--- src/sv/rgbhsl_pkg.sv ---
`timescale 1ns / 1ps
// ----------------------------------------------------------------------------
// RGB to HSL package
// Shared widths, sector codes and the front-to-back word type.
// ----------------------------------------------------------------------------
package rgbhsl_pkg;

    localparam int HueSector = 3840;
    localparam int HueFull   = 23040;
    localparam int HueW      = 15;
    localparam int SatW      = 16;
    localparam int LitW      = 9;
    // numerator: up to 23040*255 < 2^23
    localparam int NumW      = 23;
    // divider bits: hue quotient 15 bits, sat quotient 17 bits
    localparam int HueQW     = 15;
    localparam int SatQW     = 17;
    localparam int SatNumW   = 24;

    typedef enum logic [1:0] {
        SECT_RED   = 2'd0,
        SECT_GREEN = 2'd1,
        SECT_BLUE  = 2'd2
    } sector_t;

    // classified word handed from front to back
    typedef struct packed {
        logic [NumW-1:0]    hue_num;
        logic [7:0]         delta;
        logic [8:0]         denom;
        logic [LitW-1:0]    light;
    } cls_word_t;

endpackage

--- src/sv/rgb_to_hsl_converter.sv ---
`timescale 1ns / 1ps
// ----------------------------------------------------------------------------
// RGB to HSL converter
// 8-bit RGB pixel in, fixed-point hue, saturation and lightness out.
// ----------------------------------------------------------------------------
//  channel | signals                        | width
//  pixel   | valid, stall, red green blue   | 8 each
//  hsl     | out_valid, out_stall, hue sat l| 15/16/9
//
// One pixel per clock sustained while out_stall is low. Path: 1 front stage,
// the 2-entry queue, an entry stage and 9 divider stages (two quotient
// bits each). Reset clears only valid flags, queue pointers and queue count.
// A stall at the output backs up through the divider, then queue, then front.
module rgb_to_hsl_converter
    import rgbhsl_pkg::*;
(
    input  logic            clk,
    input  logic            rst_n,
    input  logic            valid,
    output logic            stall,
    input  logic [7:0]      red,
    input  logic [7:0]      green,
    input  logic [7:0]      blue,
    output logic            out_valid,
    input  logic            out_stall,
    output logic [HueW-1:0] hue,
    output logic [SatW-1:0] saturation,
    output logic [LitW-1:0] lightness
);

    logic      f_valid, f_stall, q_valid, q_stall;
    cls_word_t f_word, q_word;

    rgbhsl_front u_front (
        .clk(clk), .rst_n(rst_n),
        .in_valid(valid), .in_stall(stall),
        .red(red), .green(green), .blue(blue),
        .out_valid(f_valid), .out_stall(f_stall), .out_word(f_word)
    );

    rgbhsl_fifo u_fifo (
        .clk(clk), .rst_n(rst_n),
        .in_valid(f_valid), .in_stall(f_stall), .in_word(f_word),
        .out_valid(q_valid), .out_stall(q_stall), .out_word(q_word)
    );

    rgbhsl_back u_back (
        .clk(clk), .rst_n(rst_n),
        .in_valid(q_valid), .in_stall(q_stall), .in_word(q_word),
        .out_valid(out_valid), .out_stall(out_stall),
        .hue(hue), .saturation(saturation), .lightness(lightness)
    );

    a_hue_range: assert property (@(posedge clk) disable iff (!rst_n)
        out_valid |-> hue < HueW'(HueFull))
        else $error("hue out of range");

    a_out_hold: assert property (@(posedge clk) disable iff (!rst_n)
        out_valid && out_stall |=> out_valid && $stable(hue) && $stable(lightness))
        else $error("result changed under stall");

    // zero saturation only for a gray pixel, which has zero hue
    a_gray: assert property (@(posedge clk) disable iff (!rst_n)
        out_valid && saturation == '0 |-> hue == '0)
        else $error("gray check");

    a_front_hold: assert property (@(posedge clk) disable iff (!rst_n)
        f_valid && f_stall |=> f_valid && $stable(f_word))
        else $error("front word changed while queue full");

endmodule

--- src/sv/rgbhsl_front.sv ---
`timescale 1ns / 1ps
// ----------------------------------------------------------------------------
// RGB to HSL front
// Finds max, min, delta and sector, forms the hue numerator and the
// saturation denominator; one registered stage with skid-free hold.
// ----------------------------------------------------------------------------
module rgbhsl_front
    import rgbhsl_pkg::*;
(
    input  logic            clk,
    input  logic            rst_n,
    input  logic            in_valid,
    output logic            in_stall,
    input  logic [7:0]      red,
    input  logic [7:0]      green,
    input  logic [7:0]      blue,
    output logic            out_valid,
    input  logic            out_stall,
    output cls_word_t       out_word
);

    logic       valid_reg;
    cls_word_t  word_reg;
    cls_word_t  word_next;
    logic [7:0] hi;
    logic [7:0] lo;
    logic [7:0] dlt;
    logic [8:0] light;
    sector_t    sect;
    logic signed [9:0]  diff;
    logic signed [24:0] n;
    logic       load;

    always_comb
    begin
        hi = (red > green) ? red : green;
        hi = (hi > blue) ? hi : blue;
        lo = (red < green) ? red : green;
        lo = (lo < blue) ? lo : blue;
        dlt = hi - lo;
        light = {1'b0, hi} + {1'b0, lo};
        if (red > green)
            sect = (red > blue) ? SECT_RED : SECT_BLUE;
        else
            sect = (green > blue) ? SECT_GREEN : SECT_BLUE;
        case (sect)
            SECT_RED:   diff = $signed({2'b00, green}) - $signed({2'b00, blue});
            SECT_GREEN: diff = $signed({2'b00, blue}) - $signed({2'b00, red});
            default:    diff = $signed({2'b00, red}) - $signed({2'b00, green});
        endcase
        // 3840 = 15 << 8: shift-add
        n = ((25'(diff) <<< 12) - (25'(diff) <<< 8));
        case (sect)
            SECT_RED:   n = n;
            SECT_GREEN: n = n + 25'(dlt) * 25'(2 * HueSector);
            default:    n = n + 25'(dlt) * 25'(4 * HueSector);
        endcase
        if (n < 0)
            n = n + 25'(dlt) * 25'(HueFull);
        if (dlt == 8'd0)
            n = '0;
        word_next.hue_num = n[NumW-1:0];
        word_next.delta   = dlt;
        word_next.denom   = (light <= 9'd255) ? light : (9'd510 - light);
        word_next.light   = light;
    end

    assign in_stall = valid_reg && out_stall;
    assign load     = in_valid && !in_stall;

    always_ff @(posedge clk or negedge rst_n)
    begin
        if (!rst_n)
            valid_reg <= 1'b0;
        else if (!in_stall)
            valid_reg <= in_valid;
    end

    always_ff @(posedge clk)
    begin
        if (load)
            word_reg <= word_next;
    end

    assign out_valid = valid_reg;
    assign out_word  = word_reg;

endmodule

--- src/sv/rgbhsl_fifo.sv ---
`timescale 1ns / 1ps
// ----------------------------------------------------------------------------
// RGB to HSL queue
// Two-entry queue between front and back; full-rate with registered flags.
// ----------------------------------------------------------------------------
module rgbhsl_fifo
    import rgbhsl_pkg::*;
(
    input  logic        clk,
    input  logic        rst_n,
    input  logic        in_valid,
    output logic        in_stall,
    input  cls_word_t   in_word,
    output logic        out_valid,
    input  logic        out_stall,
    output cls_word_t   out_word
);

    cls_word_t  mem [2];
    logic       wr_ptr_reg;
    logic       rd_ptr_reg;
    logic [1:0] cnt_reg;
    logic       push;
    logic       pop;

    assign in_stall  = (cnt_reg == 2'd2);
    assign out_valid = (cnt_reg != 2'd0);
    assign push      = in_valid && !in_stall;
    assign pop       = out_valid && !out_stall;
    assign out_word  = mem[rd_ptr_reg];

    always_ff @(posedge clk or negedge rst_n)
    begin
        if (!rst_n)
        begin
            wr_ptr_reg <= 1'b0;
            rd_ptr_reg <= 1'b0;
            cnt_reg    <= 2'd0;
        end
        else
        begin
            if (push)
                wr_ptr_reg <= ~wr_ptr_reg;
            if (pop)
                rd_ptr_reg <= ~rd_ptr_reg;
            cnt_reg <= cnt_reg + {1'b0, push} - {1'b0, pop};
        end
    end

    always_ff @(posedge clk)
    begin
        if (push)
            mem[wr_ptr_reg] <= in_word;
    end

endmodule

--- src/sv/rgbhsl_back.sv ---
`timescale 1ns / 1ps
// ----------------------------------------------------------------------------
// RGB to HSL back
// Pipelined restoring dividers: hue numerator / delta and
// (delta << 16) / denom, two quotient bits per stage, shared stall.
// ----------------------------------------------------------------------------
module rgbhsl_back
    import rgbhsl_pkg::*;
(
    input  logic                clk,
    input  logic                rst_n,
    input  logic                in_valid,
    output logic                in_stall,
    input  cls_word_t           in_word,
    output logic                out_valid,
    input  logic                out_stall,
    output logic [HueW-1:0]     hue,
    output logic [SatW-1:0]     saturation,
    output logic [LitW-1:0]     lightness
);

    localparam int BitsPerStage = 2;
    localparam int Stages       = (SatQW + BitsPerStage - 1) / BitsPerStage;
    // the hue quotient is shorter: it begins after the first stage
    localparam int HueSkip      = SatQW - HueQW;

    // partial remainders kept in numerator-width shift registers
    logic [NumW-1:0]    hrem_reg  [Stages+1];
    logic [SatNumW:0]   srem_reg  [Stages+1];
    logic [7:0]         dlt_reg   [Stages+1];
    logic [8:0]         den_reg   [Stages+1];
    logic [LitW-1:0]    lit_reg   [Stages+1];
    logic [Stages:0]    vld_reg;
    logic [Stages:0]    adv;

    // word: [22:15] remainder, [14:0] numerator bits becoming quotient
    function automatic logic [NumW-1:0] hstep(input logic [NumW-1:0] w,
                                              input logic [7:0] d);
        logic [8:0] r;
        r = {w[NumW-1 -: 8], w[HueQW-1]};
        if (r >= {1'b0, d})
            return {8'(r - {1'b0, d}), w[HueQW-2:0], 1'b1};
        else
            return {r[7:0], w[HueQW-2:0], 1'b0};
    endfunction

    // word: [24:17] remainder, [16:0] numerator/quotient
    function automatic logic [SatNumW:0] sstep(input logic [SatNumW:0] w,
                                               input logic [8:0] d);
        logic [8:0] r;
        r = {w[SatNumW -: 8], w[SatQW-1]};
        if (r >= d)
            return {8'(r - d), w[SatQW-2:0], 1'b1};
        else
            return {r[7:0], w[SatQW-2:0], 1'b0};
    endfunction

    // stage 0 is the entry register
    always_comb
    begin
        adv[Stages] = !(vld_reg[Stages] && out_stall);
        for (int s = Stages - 1; s >= 0; s--)
            adv[s] = !vld_reg[s] || adv[s+1];
    end
    assign in_stall = !adv[0];

    always_ff @(posedge clk or negedge rst_n)
    begin
        if (!rst_n)
            vld_reg <= '0;
        else
        begin
            if (adv[0])
                vld_reg[0] <= in_valid;
            for (int s = 1; s <= Stages; s++)
                if (adv[s])
                    vld_reg[s] <= vld_reg[s-1];
        end
    end

    always_ff @(posedge clk)
    begin
        if (adv[0] && in_valid)
        begin
            hrem_reg[0] <= in_word.hue_num;
            srem_reg[0] <= {1'b0, in_word.delta, 16'd0};
            dlt_reg[0]  <= in_word.delta;
            den_reg[0]  <= in_word.denom;
            lit_reg[0]  <= in_word.light;
        end
    end

    // Each register holds {remainder, pending numerator bits, quotient bits}
    // in place: classic shift-subtract over a fixed-width word.
    generate
        for (genvar s = 1; s <= Stages; s++)
        begin : g_stage
            logic [NumW-1:0]  h;
            logic [SatNumW:0] sv;
            always_comb
            begin
                h  = hrem_reg[s-1];
                sv = srem_reg[s-1];
                for (int k = 0; k < BitsPerStage; k++)
                begin
                    if ((s - 1) * BitsPerStage + k >= HueSkip
                        && (s - 1) * BitsPerStage + k < SatQW)
                        h = hstep(h, dlt_reg[s-1]);
                    if ((s - 1) * BitsPerStage + k < SatQW)
                        sv = sstep(sv, den_reg[s-1]);
                end
            end
            always_ff @(posedge clk)
            begin
                if (adv[s] && vld_reg[s-1])
                begin
                    hrem_reg[s] <= h;
                    srem_reg[s] <= sv;
                    dlt_reg[s]  <= dlt_reg[s-1];
                    den_reg[s]  <= den_reg[s-1];
                    lit_reg[s]  <= lit_reg[s-1];
                end
            end
        end
    endgenerate

    logic [SatQW-1:0] sq;
    assign sq = srem_reg[Stages][SatQW-1:0];

    assign out_valid  = vld_reg[Stages];
    assign hue        = (dlt_reg[Stages] == 8'd0) ? '0 : hrem_reg[Stages][HueQW-1:0];
    assign saturation = (dlt_reg[Stages] == 8'd0) ? '0
                      : (sq[SatQW-1] ? {SatW{1'b1}} : sq[SatW-1:0]);
    assign lightness  = lit_reg[Stages];

endmodule

--- config.mk ---
export PLATFORM = sky130hd
export DESIGN_NAME = rgb_to_hsl_converter
export DESIGN_NICKNAME = d
export VERILOG_FILES = /design/src/sv/rgbhsl_pkg.sv /design/src/sv/rgb_to_hsl_converter.sv /design/src/sv/rgbhsl_front.sv /design/src/sv/rgbhsl_fifo.sv /design/src/sv/rgbhsl_back.sv
export SDC_FILE = /design/constraint.sdc
export NUM_CORES = 1
export LEC_CHECK = 0
export BUFFER_PORTS_ARGS = -buffer_cell sky130_fd_sc_hd__buf_2
export CAP_MARGIN = 20
export CORE_MARGIN = 2
export CORE_UTILIZATION = 64
export CTS_CLUSTER_SIZE = 30
export DETAILED_ROUTE_END_ITERATION = 8
export GPL_TIMING_DRIVEN = 0
export PLACE_DENSITY = 0.86
export SETUP_SLACK_MARGIN = 0.15
export SYNTH_ARGS = -nofsm -noshare
export SYNTH_HDL_FRONTEND = slang
export SYNTH_SLANG_ARGS = --single-unit
export TNS_END_PERCENT = 10
--- constraint.sdc ---
create_clock -name clk -period 7.78 [get_ports clk]
set_input_delay 1.556 -clock clk [delete_from_list [all_inputs] [get_ports clk]]
set_output_delay 1.556 -clock clk [all_outputs]
set_load 0.005 [all_outputs]
### After elaboration in Yosys (flattened, before gate mapping)

Memories as Yosys holds them, arrays and structs flattened.
Cells that the tools add are included.

* memories kept: 6
* output and inout bits: 42
* memory bits (writable): 838
* bits in registers: 64

* muxes and demuxes: 68
* magnitude comparators: 40
* add/sub/neg operators: 44
* equality and inequality tests: 2
* multipliers: 3
* bitwise operators: 2
* reductions and logical operators: 39

Memories
* u_back.srem_reg: depth 10, bits a word 25, rd ports 10, clocked after Yosys merged registers in 0, wr ports 10, RTL line rgbhsl_back.sv:29 `logic [SatNumW:0] srem_reg [Stages+1];`
* u_back.hrem_reg: depth 10, bits a word 23, rd ports 10, clocked after Yosys merged registers in 0, wr ports 10, RTL line rgbhsl_back.sv:28 `logic [NumW-1:0] hrem_reg [Stages+1];`
* u_fifo.mem: depth 2, bits a word 49, rd ports 1, clocked after Yosys merged registers in 0, wr ports 1, RTL line rgbhsl_fifo.sv:19 `cls_word_t mem [2];`
* u_back.den_reg: depth 10, bits a word 9, rd ports 9, clocked after Yosys merged registers in 0, wr ports 10, RTL line rgbhsl_back.sv:31 `logic [8:0] den_reg [Stages+1];`
* u_back.lit_reg: depth 10, bits a word 9, rd ports 10, clocked after Yosys merged registers in 0, wr ports 10, RTL line rgbhsl_back.sv:32 `logic [LitW-1:0] lit_reg [Stages+1];`
* u_back.dlt_reg: depth 10, bits a word 8, rd ports 10, clocked after Yosys merged registers in 0, wr ports 10, RTL line rgbhsl_back.sv:30 `logic [7:0] dlt_reg [Stages+1];`

Operators with widths (count)
* 25-bit two-way mux: 17
* 23-bit two-way mux: 16
* 8-bit subtractor: 33
* 9-bit >= comparator: 17
* 9-bit by 8-bit >= comparator with 1-bit output: 15
* 25-bit case mux with 2 select lines: 1
* 8-bit greater-than comparator: 4
* 16-bit two-way mux: 2
* 8-bit two-way mux: 4
* 8-bit by 8-bit subtractor with 9-bit output: 3
* 25-bit by 21-bit adder with 25-bit output: 1
* 25-bit by 22-bit adder with 25-bit output: 1
* 25-bit by 1-bit less-than comparator with 1-bit output (second input constant): 1
* 8-bit by 4-bit multiplier with 12-bit output (second input constant): 2
* 23-bit adder: 1
* 22-bit by 18-bit subtractor with 23-bit output: 1
* 1-bit two-way mux: 22
* 10-bit case mux with 2 select lines: 1
* 8-bit zero test: 2
* 8-bit less-than comparator: 2
* 15-bit two-way mux: 1
* 1-bit logical AND: 14
* 8-bit by 6-bit multiplier with 14-bit output (second input constant): 1
* 1-bit zero test: 12
* other kinds (13): 24

### Longest topological paths before layout

Gate-level depths: netlist of run 1.

* word-level depth: 14
* mapped depth: 55
* gate-level depth less buffers: 54

### Hierarchy

A second synthesis of run 1 with hierarchy kept.

* cells, all modules: 3638
* area total of the unflattened synthesis: 45043.2 um2

Modules (own cells, without submodules)
* rgbhsl_back: area each 32730.1 um2, cells each 2471, instances 1, seq. area each 19048.3 um2
* rgbhsl_front: area each 8315.5 um2, cells each 996, instances 1, seq. area each 1196.1 um2
* rgbhsl_fifo: area each 3997.6 um2, cells each 171, instances 1, seq. area each 3042.9 um2

### Worst setup path before layout of run 1

OpenSTA, ideal clock, no wires.

* path kind: input to register
* start: input green[2]
* end: register u_front.word_reg (netlist bit u_front.out_word[47]), data pin
* buffers on the path: 2
* data arrival time: 10600 ps
* required time: 7524 ps
* cell stages on the path: 43
* path slack: -3076 ps
* setup time: 256 ps
* path through: inv_1 ha_1 o21ai_0 a21oi_1 o21ai_0 nand2b_1 a21oi_1 clkbuf_1 nand2_1 o21ai_0 ha_1 a21o_1 o21a_1 o211ai_1 o2bb2ai_1 clkbuf_1 mux2_2 fa_1 [... 7 more ...] o21ai_0 xor2_1 ha_1 a21o_1 a31o_2 a21oi_1 xor2_1 nor2_1 a221oi_1 o21ai_0 ha_1 nand3_1 nand2_1 a41o_1 o41ai_1 xor2_1 nor3_1 a31o_2

* longest elaborated chain between the ends: 10
* elaborated cells on any way between the ends: 28

RTL lines
* from (decl): RTL line rgb_to_hsl_converter.sv:22 `input logic [7:0] green,`
* 8-bit greater-than comparator or 8-bit less-than comparator (tied branches): RTL line rgbhsl_front.sv:36, rgbhsl_front.sv:38
* 8-bit two-way mux (on tied branches): RTL line rgbhsl_front.sv:36, rgbhsl_front.sv:38
* 8-bit greater-than comparator or 8-bit less-than comparator (tied branches): RTL line rgbhsl_front.sv:37, rgbhsl_front.sv:39
* 8-bit two-way mux (on tied branches): RTL line rgbhsl_front.sv:37, rgbhsl_front.sv:39
* 8-bit subtractor *: RTL line rgbhsl_front.sv:40 `dlt = hi - lo;`
* via u_front.dlt[2]: RTL line rgbhsl_front.sv:27 `logic [7:0] dlt;`
* 8-bit by 4-bit multiplier with 12-bit output: RTL line rgbhsl_front.sv:55, rgbhsl_front.sv:56
* 25-bit by 21-bit adder with 25-bit output or 25-bit by 22-bit adder with 25-bit output (tied branches): RTL line rgbhsl_front.sv:55, rgbhsl_front.sv:56
* 25-bit case mux with 2 select lines: RTL line rgbhsl_front.sv:53 `case (sect)`
* 23-bit adder or 25-bit by 1-bit less-than comparator with 1-bit output (tied branches): RTL line rgbhsl_front.sv:59, rgbhsl_front.sv:58
* 23-bit two-way mux: RTL line rgbhsl_front.sv:58 `if (n < 0)`
* to (signal assigned): RTL line rgbhsl_front.sv:82 `word_reg <= word_next;`
* to (decl): RTL line rgbhsl_front.sv:23 `cls_word_t word_reg;`

The timed path passes the listed nets; every way through them passes the cells marked *.
A chain may end at the register's enable or synchronous reset.

### Final worst setup path of run 1

* start: input green[2]
* end: register u_front.word_reg (netlist bit u_front.out_word[46]), data pin

The elaborated chain is that of the path after synthesis.

==> impl_metrics.tcl, run 1 <==
set metrics [dict create \
    status "finished, violations left" \
    violations "setup timing" \
    drc_errors 0 \
    n_antenna_cell 0 \
    grt_usage_pct 26.6 \
    hold_violations 0 \
    crit_top_cell "nor2_1" \
    cts_tree "yes" \
    yosysSeqAreaShare_pct 50.7 \
    r2r-end "u_back.hrem_reg[4][21]" \
    cts_buffer_depth 3 \
    maxCapViolations 0 \
    fin_crit_sh_pct 128 \
    fin_util_pct 73.5 \
    r2r_setup_slack_ns 0.71 \
    grt_max_degree 71 \
    hold_path_depth 0 \
    die_w_um 255 \
    syn-cell-area_um2 40300 \
    nets 4105 \
    numCtsBuffers 60 \
    setup_slack_ns -2.19 \
    grt_pass1_vias 27400 \
    insertion_delay_ns 0.64 \
    place_congestion 0.895 \
    start_util_pct 65.1 \
    drt_pass1_iterations 8 \
    pre_cts_slack_ns -3.91 \
    first_iter_violations 1710 \
    drv_slew 0 \
    worstPathRequired_ns 8.16 \
    hp-class "register to register" \
    io_pins 70 \
    synth_area_leaders "edfxtp_1, ha_1, mux2_2" \
    port_buffers 69 \
    row_count 91 \
    ys_types 80 \
    layout-drive-gt1-share_pct 16.5 \
    syn-instance-count 3413 \
    dieArea_um2 65000 \
    setup_viol 14 \
    critPathMaxFanout 8 \
    reg2regPathDepth 26 \
    rsz0062_at_grt "yes" \
    timing.setup.tns_ns -23.94 \
    cp.arrival_ns 10.35 \
    core_area_um2 61900 \
    slew_headroom_pct 31.6 \
    crit_path_end_kind "register" \
    cp-start-kind "input pin" \
    fmax_ghz 0.100 \
    fill_cells 3694 \
    clockRootBuffer "clkbuf_16" \
    cp_top_family "adder cells" \
    ys.flop_type "edfxtp_1" \
    clkSinkCount 683 \
    area_growth_pct 12.9 \
    viasPerCell 6.01 \
    yosysWarnings 0 \
    path_class "input pin to register" \
    worst_slew_pin_slew_ns 1.02 \
    crit_cells 50 \
    r2r_start "u_back.dlt_reg[3][1]" \
    chipHeight_um 255 \
    fin_skew_ns 0.0198 \
    max_stage_delay_ns 0.36 \
    largest_reg_flops 166 \
    avgRoutedWirePerCell_um 19.4 \
    routed_wirelength_um 87700 \
    yosys.area.top_type "edfxtp_1" \
    holdWs_ns 0.415 \
    clk_pin_slew_ns 0.07 \
    htreeDepth 2 \
    hold-path-endpoint "u_back.hrem_reg[9][7]" \
    syn_nets 3897 \
    synthArstFlopShare_pct 2.20 \
    antenna_found_initial 0 \
    synth-edff-count 668 \
    grt_pass1_wl_um 138000 \
    crit_slowest_cell "ha_1" \
    synth_top_area_share_pct 49.8 \
    overflow 0 \
    vias 27100 \
    hold_start "u_back.hrem_reg[8][6]" \
    min_period_ns 9.97 \
    post_synth.cell_area_avg_um2 11.8 \
    dp_hpwl_um 60400 \
    ant_nets 0 \
    worst-path-buf-inv 7 \
    ys_seq_elements 683 \
]
==> layout make-up <==
type / instances / area, µm² / share of cell area, %
clock inverters: 40 / 489 / 1.08
multi-input cells: 2303 / 19100 / 41.9
repair buffers: 146 / 1150 / 2.52
inverters: 385 / 1470 / 3.24
clock buffers: 74 / 1620 / 3.55
well taps: 837 / 1050 / 2.30
plain buffers: 42 / 225 / 0.495
flip-flops and latches: 683 / 20400 / 44.9
==> cell usage in the layout (no fill, tap or decap), types with 23 or more instances in the layout <==
master       n
edfxtp_1   668
buf_4       63
ha_1       384
nand4_1     28
mux2i_1     31
xor2_1      62
nand2_1    177
xnor2_1    131
inv_1      368
nand3_1     45
o21a_1      52
nand2b_1    50
buf_2       65
a21boi_0    51
nor3_1      28
o21ai_0    183
a21o_1      74
clkbuf_1    37
a21oi_1    137
and2_1      32
mux2_2     181
clkbuf_16   61
o21bai_1    23
nor2b_1     58
nor2_1     229
fa_1        44
==> per-stage QoR <==
step                cells  cell area, µm²
floorplan            3413           40600
global placement     4319           42000
detailed placement   4331           42300
CTS                  4498           45300
global route         4510           45500
finish               4510           45500
==> cell families after synthesis <==
family | synth area share (%)
AND/OR/NAND/NOR | 8.65
XOR/XNOR | 4.43
multiplexers | 6.07
AO/OA/AOI/OAI | 11.1
adder cells (fa/ha/maj) | 15.0
buffers and inverters | 4.05
flip-flops | 50.7
==> Yosys cell counts, types with 20 or more instances <==
master	n
a21boi_0	52
a21o_1	74
a21oi_1	155
and2_1	37
clkbuf_1	33
edfxtp_1	668
fa_1	46
ha_1	410
inv_1	381
mux2_2	183
mux2i_1	34
nand2_1	181
nand2b_1	50
nand3_1	45
nand4_1	28
nor2_1	238
nor2b_1	61
nor3_1	29
o21a_1	52
o21ai_0	199
o21bai_1	24
o31ai_1	20
xnor2_1	139
xor2_1	65
==> worst max path at each step <==
stage	from	to	slack [ns]
3_3_place_gp	green[1]	u_front.out_word[48]	-3.88
2_1_floorplan	green[2]	u_front.out_word[47]	-2.06
4_1_cts	green[2]	u_front.out_word[47]	-1.92
3_5_place_dp	green[1]	u_front.out_word[48]	-3.91
6_report	green[2]	u_front.out_word[46]	-2.19
5_1_grt	red[6]	u_front.out_word[47]	-2.72
==> worst reg2reg max path: cells and delay by family (launching register included) <==
kind | cells | cell delay (ns)
DFF | 1 | 0.50
muxes | 2 | 0.79
buffers and inverters | 5 | 1.09
and+or+nand+nor | 4 | 0.59
adders and majority gates | 2 | 0.50
AOI/OAI and AO/OA | 13 | 3.33
==> repair_timing <==
item,in CTS,in global routing
pin swaps,73,42
resized for setup,90,31
endpoints found under the hold margin,0,0
buffers inserted,52,11
cloned,1,0
endpoints found under the setup margin,16,16
hold buffers,0,0
==> metal layers <==
metal  part of all wire [%]  global-route usage (%)  vias up
li1                       -                       -    12800
met1                     38                    31.1    13000
met2                     51                    48.7      976
met3                    5.1                    3.33      329
met4                    5.3                    12.8        0
met5                      0                       0        -
Power of run 1 is left out: the tool's default activity adds up to more than one toggle a clock period on the data nets, which glitch-free logic cannot reach.
==> run 2, diff against run 1 <==
--- a/config.mk
+++ b/config.mk
@@ -8,11 +8,12 @@
 export BUFFER_PORTS_ARGS = -buffer_cell sky130_fd_sc_hd__buf_2
 export CAP_MARGIN = 20
 export CORE_MARGIN = 2
-export CORE_UTILIZATION = 64
+export CORE_UTILIZATION = 66
+export CTS_BUF_LIST = sky130_fd_sc_hd__clkbuf_2 sky130_fd_sc_hd__clkbuf_4 sky130_fd_sc_hd__clkbuf_8
 export CTS_CLUSTER_SIZE = 30
 export DETAILED_ROUTE_END_ITERATION = 8
 export GPL_TIMING_DRIVEN = 0
-export PLACE_DENSITY = 0.86
+export PLACE_DENSITY = 0.88
 export SETUP_SLACK_MARGIN = 0.15
 export SYNTH_ARGS = -nofsm -noshare
 export SYNTH_HDL_FRONTEND = slang
==> run 2 against run 1 <==
  * The run still ends with setup timing left
  * Cell area grew 0.41%
  * Clock-buffer cell count up 50
  * Sequential share of layout area down 0.18 points
  * Sequential cell count unchanged
  * Global-route usage down 0.16 points
  * Worst setup slack gained 0.089 ns
  * Die area down 3.0%
  * Non-clock buffer count up 18
  * Routed wire length down 3.1%
  * Clock skew rose by 0.0092 ns
==> impl_metrics.tcl, run 2 (synthesized netlist as in run 1, its figures left out) <==
set metrics [dict create \
    dpl-instance-area_um2 42200 \
    cts_tree "yes" \
    io_pins 70 \
    rsz0062_at_grt "yes" \
    holdWs_ns 0.400 \
    area_growth_pct 13.4 \
    nets 4161 \
    numCtsBuffers 98 \
    min_period_ns 9.88 \
    cp_top_family "compound AO/OA/AOI/OAI gates" \
    multi_input_area_um2 19300 \
    drt_pass1_iterations 6 \
    r2r_setup_slack_ns 0.79 \
    first_iter_violations 1671 \
    hold_path_depth 0 \
    worst_slew_pin_slew_ns 1.01 \
    r2r-end "u_back.srem_reg[1][24]" \
    finish.instance_area_um2 45700 \
    clockRootBuffer "clkbuf_8" \
    clk_pin_slew_ns 0.06 \
    critPathMaxFanout 7 \
    hold_violations 0 \
    antenna_found_initial 1 \
    setup_viol 14 \
    layout-drive-gt1-share_pct 18.8 \
    reg2regPathDepth 25 \
    crit_path_end_kind "register" \
    final_cell_mix "edfxtp_1, ha_1, inv_1" \
    die_w_um 251 \
    grt_max_degree 71 \
    cp-start-kind "input pin" \
    setup_slack_ns -2.10 \
    clkSinkCount 683 \
    worstPathRequired_ns 8.21 \
    grt_usage_pct 26.5 \
    cp.arrival_ns 10.31 \
    viasPerCell 5.95 \
    largest_reg_flops 166 \
    overflow 0 \
    avgRoutedWirePerCell_um 18.7 \
    maxCapViolations 0 \
    fill_cells 3475 \
    place_congestion 0.910 \
    fin_util_pct 75.7 \
    hp-class "register to register" \
    pre_cts_slack_ns -3.77 \
    cts_buffer_depth 3 \
    vias 27000 \
    htreeDepth 3 \
    drc_errors 0 \
    ant_nets 0 \
    slew_headroom_pct 32.6 \
    hold-path-endpoint "u_back.srem_reg[7][6]" \
    fmax_ghz 0.101 \
    grt_pass1_vias 27400 \
    dp_hpwl_um 60300 \
    crit_slowest_cell "fa_2" \
    grt_pass1_wl_um 134000 \
    seq_area_um2 20400 \
    fin_crit_sh_pct 127 \
    insertion_delay_ns 0.69 \
    path_class "input pin to register" \
    layout_commonest_cell "edfxtp_1" \
    drv_slew 0 \
    start_util_pct 66.8 \
    hold_start "u_back.srem_reg[6][4]" \
    port_buffers 69 \
    status "finished, violations left" \
    dieArea_um2 63100 \
    worst-path-buf-inv 5 \
    routed_wirelength_um 85000 \
    violations "setup timing" \
    core_area_um2 60400 \
    row_count 90 \
    fin_skew_ns 0.0290 \
    r2r_start "u_back.den_reg[0][1]" \
    chipHeight_um 251 \
    max_stage_delay_ns 0.54 \
]
==> run 2: changes by cell type in the layout (fill, tap and decap cells not counted), sizes merged <==
| cell | delta |
|---|---|
| buf | +20 |
| clkbuf | +48 |
| inv | -1 |
| clkinvlp | -1 |
| clkinv | +18 |
| diode | +1 |
| bufinv | -3 |
==> run 2: worst max path at each step <==
stage / start / end / slack [ns] / depth (start not counted)
CTS: green[2] / u_front.out_word[47] / -1.73 / 44
floorplan: green[2] / u_front.out_word[47] / -2.06 / 43
finish: green[2] / u_front.out_word[47] / -2.10 / 41
global placement: green[1] / u_front.out_word[48] / -3.49 / 45
detailed placement: green[1] / u_front.out_word[48] / -3.77 / 46
global route: green[2] / u_front.out_word[47] / -2.34 / 45
==> run 2: layer usage <==
metal / vias up / GRT usage (%) / part of all wire [%] / wire length, µm
met5: - / 0 / 0 / 0
met2: 938 / 48.9 / 52 / 44400
li1: 12900 / - / - / -
met3: 277 / 3.70 / 4.9 / 4170
met1: 12900 / 30.7 / 39 / 32800
met4: 0 / 11.6 / 4.3 / 3620
==> run 2: what timing repair did <==
item | in CTS | in global routing
buffers inserted | 59 | 23
gates resized for setup | 91 | 92
cloned | 0 | 1
pin swaps | 78 | 83
hold buffers | 0 | 0
setup endpoints to repair | 15 | 14
==> run 2: stage by stage <==
step           setup TNS (ns)  cells
5_1_grt                -25.51   4537
3_5_place_dp           -46.31   4276
2_1_floorplan          -21.36   3413
3_3_place_gp           -42.01   4264
6_report               -22.14   4537
4_1_cts                -17.59   4512
==> run 2: cell type report <==
class | count | share of cell area [%]
Antenna cell | 1 | 0.00548
Buffer | 42 | 0.526
Clock buffer | 124 | 3.49
Clock inverter | 53 | 0.901
Inverter | 385 | 3.21
Multi-Input combinational cell | 2303 | 42.1
Sequential cell | 683 | 44.7
Tap cell | 782 | 2.14
Timing Repair Buffer | 164 | 2.86
Power of run 2 is left out for the same reason.
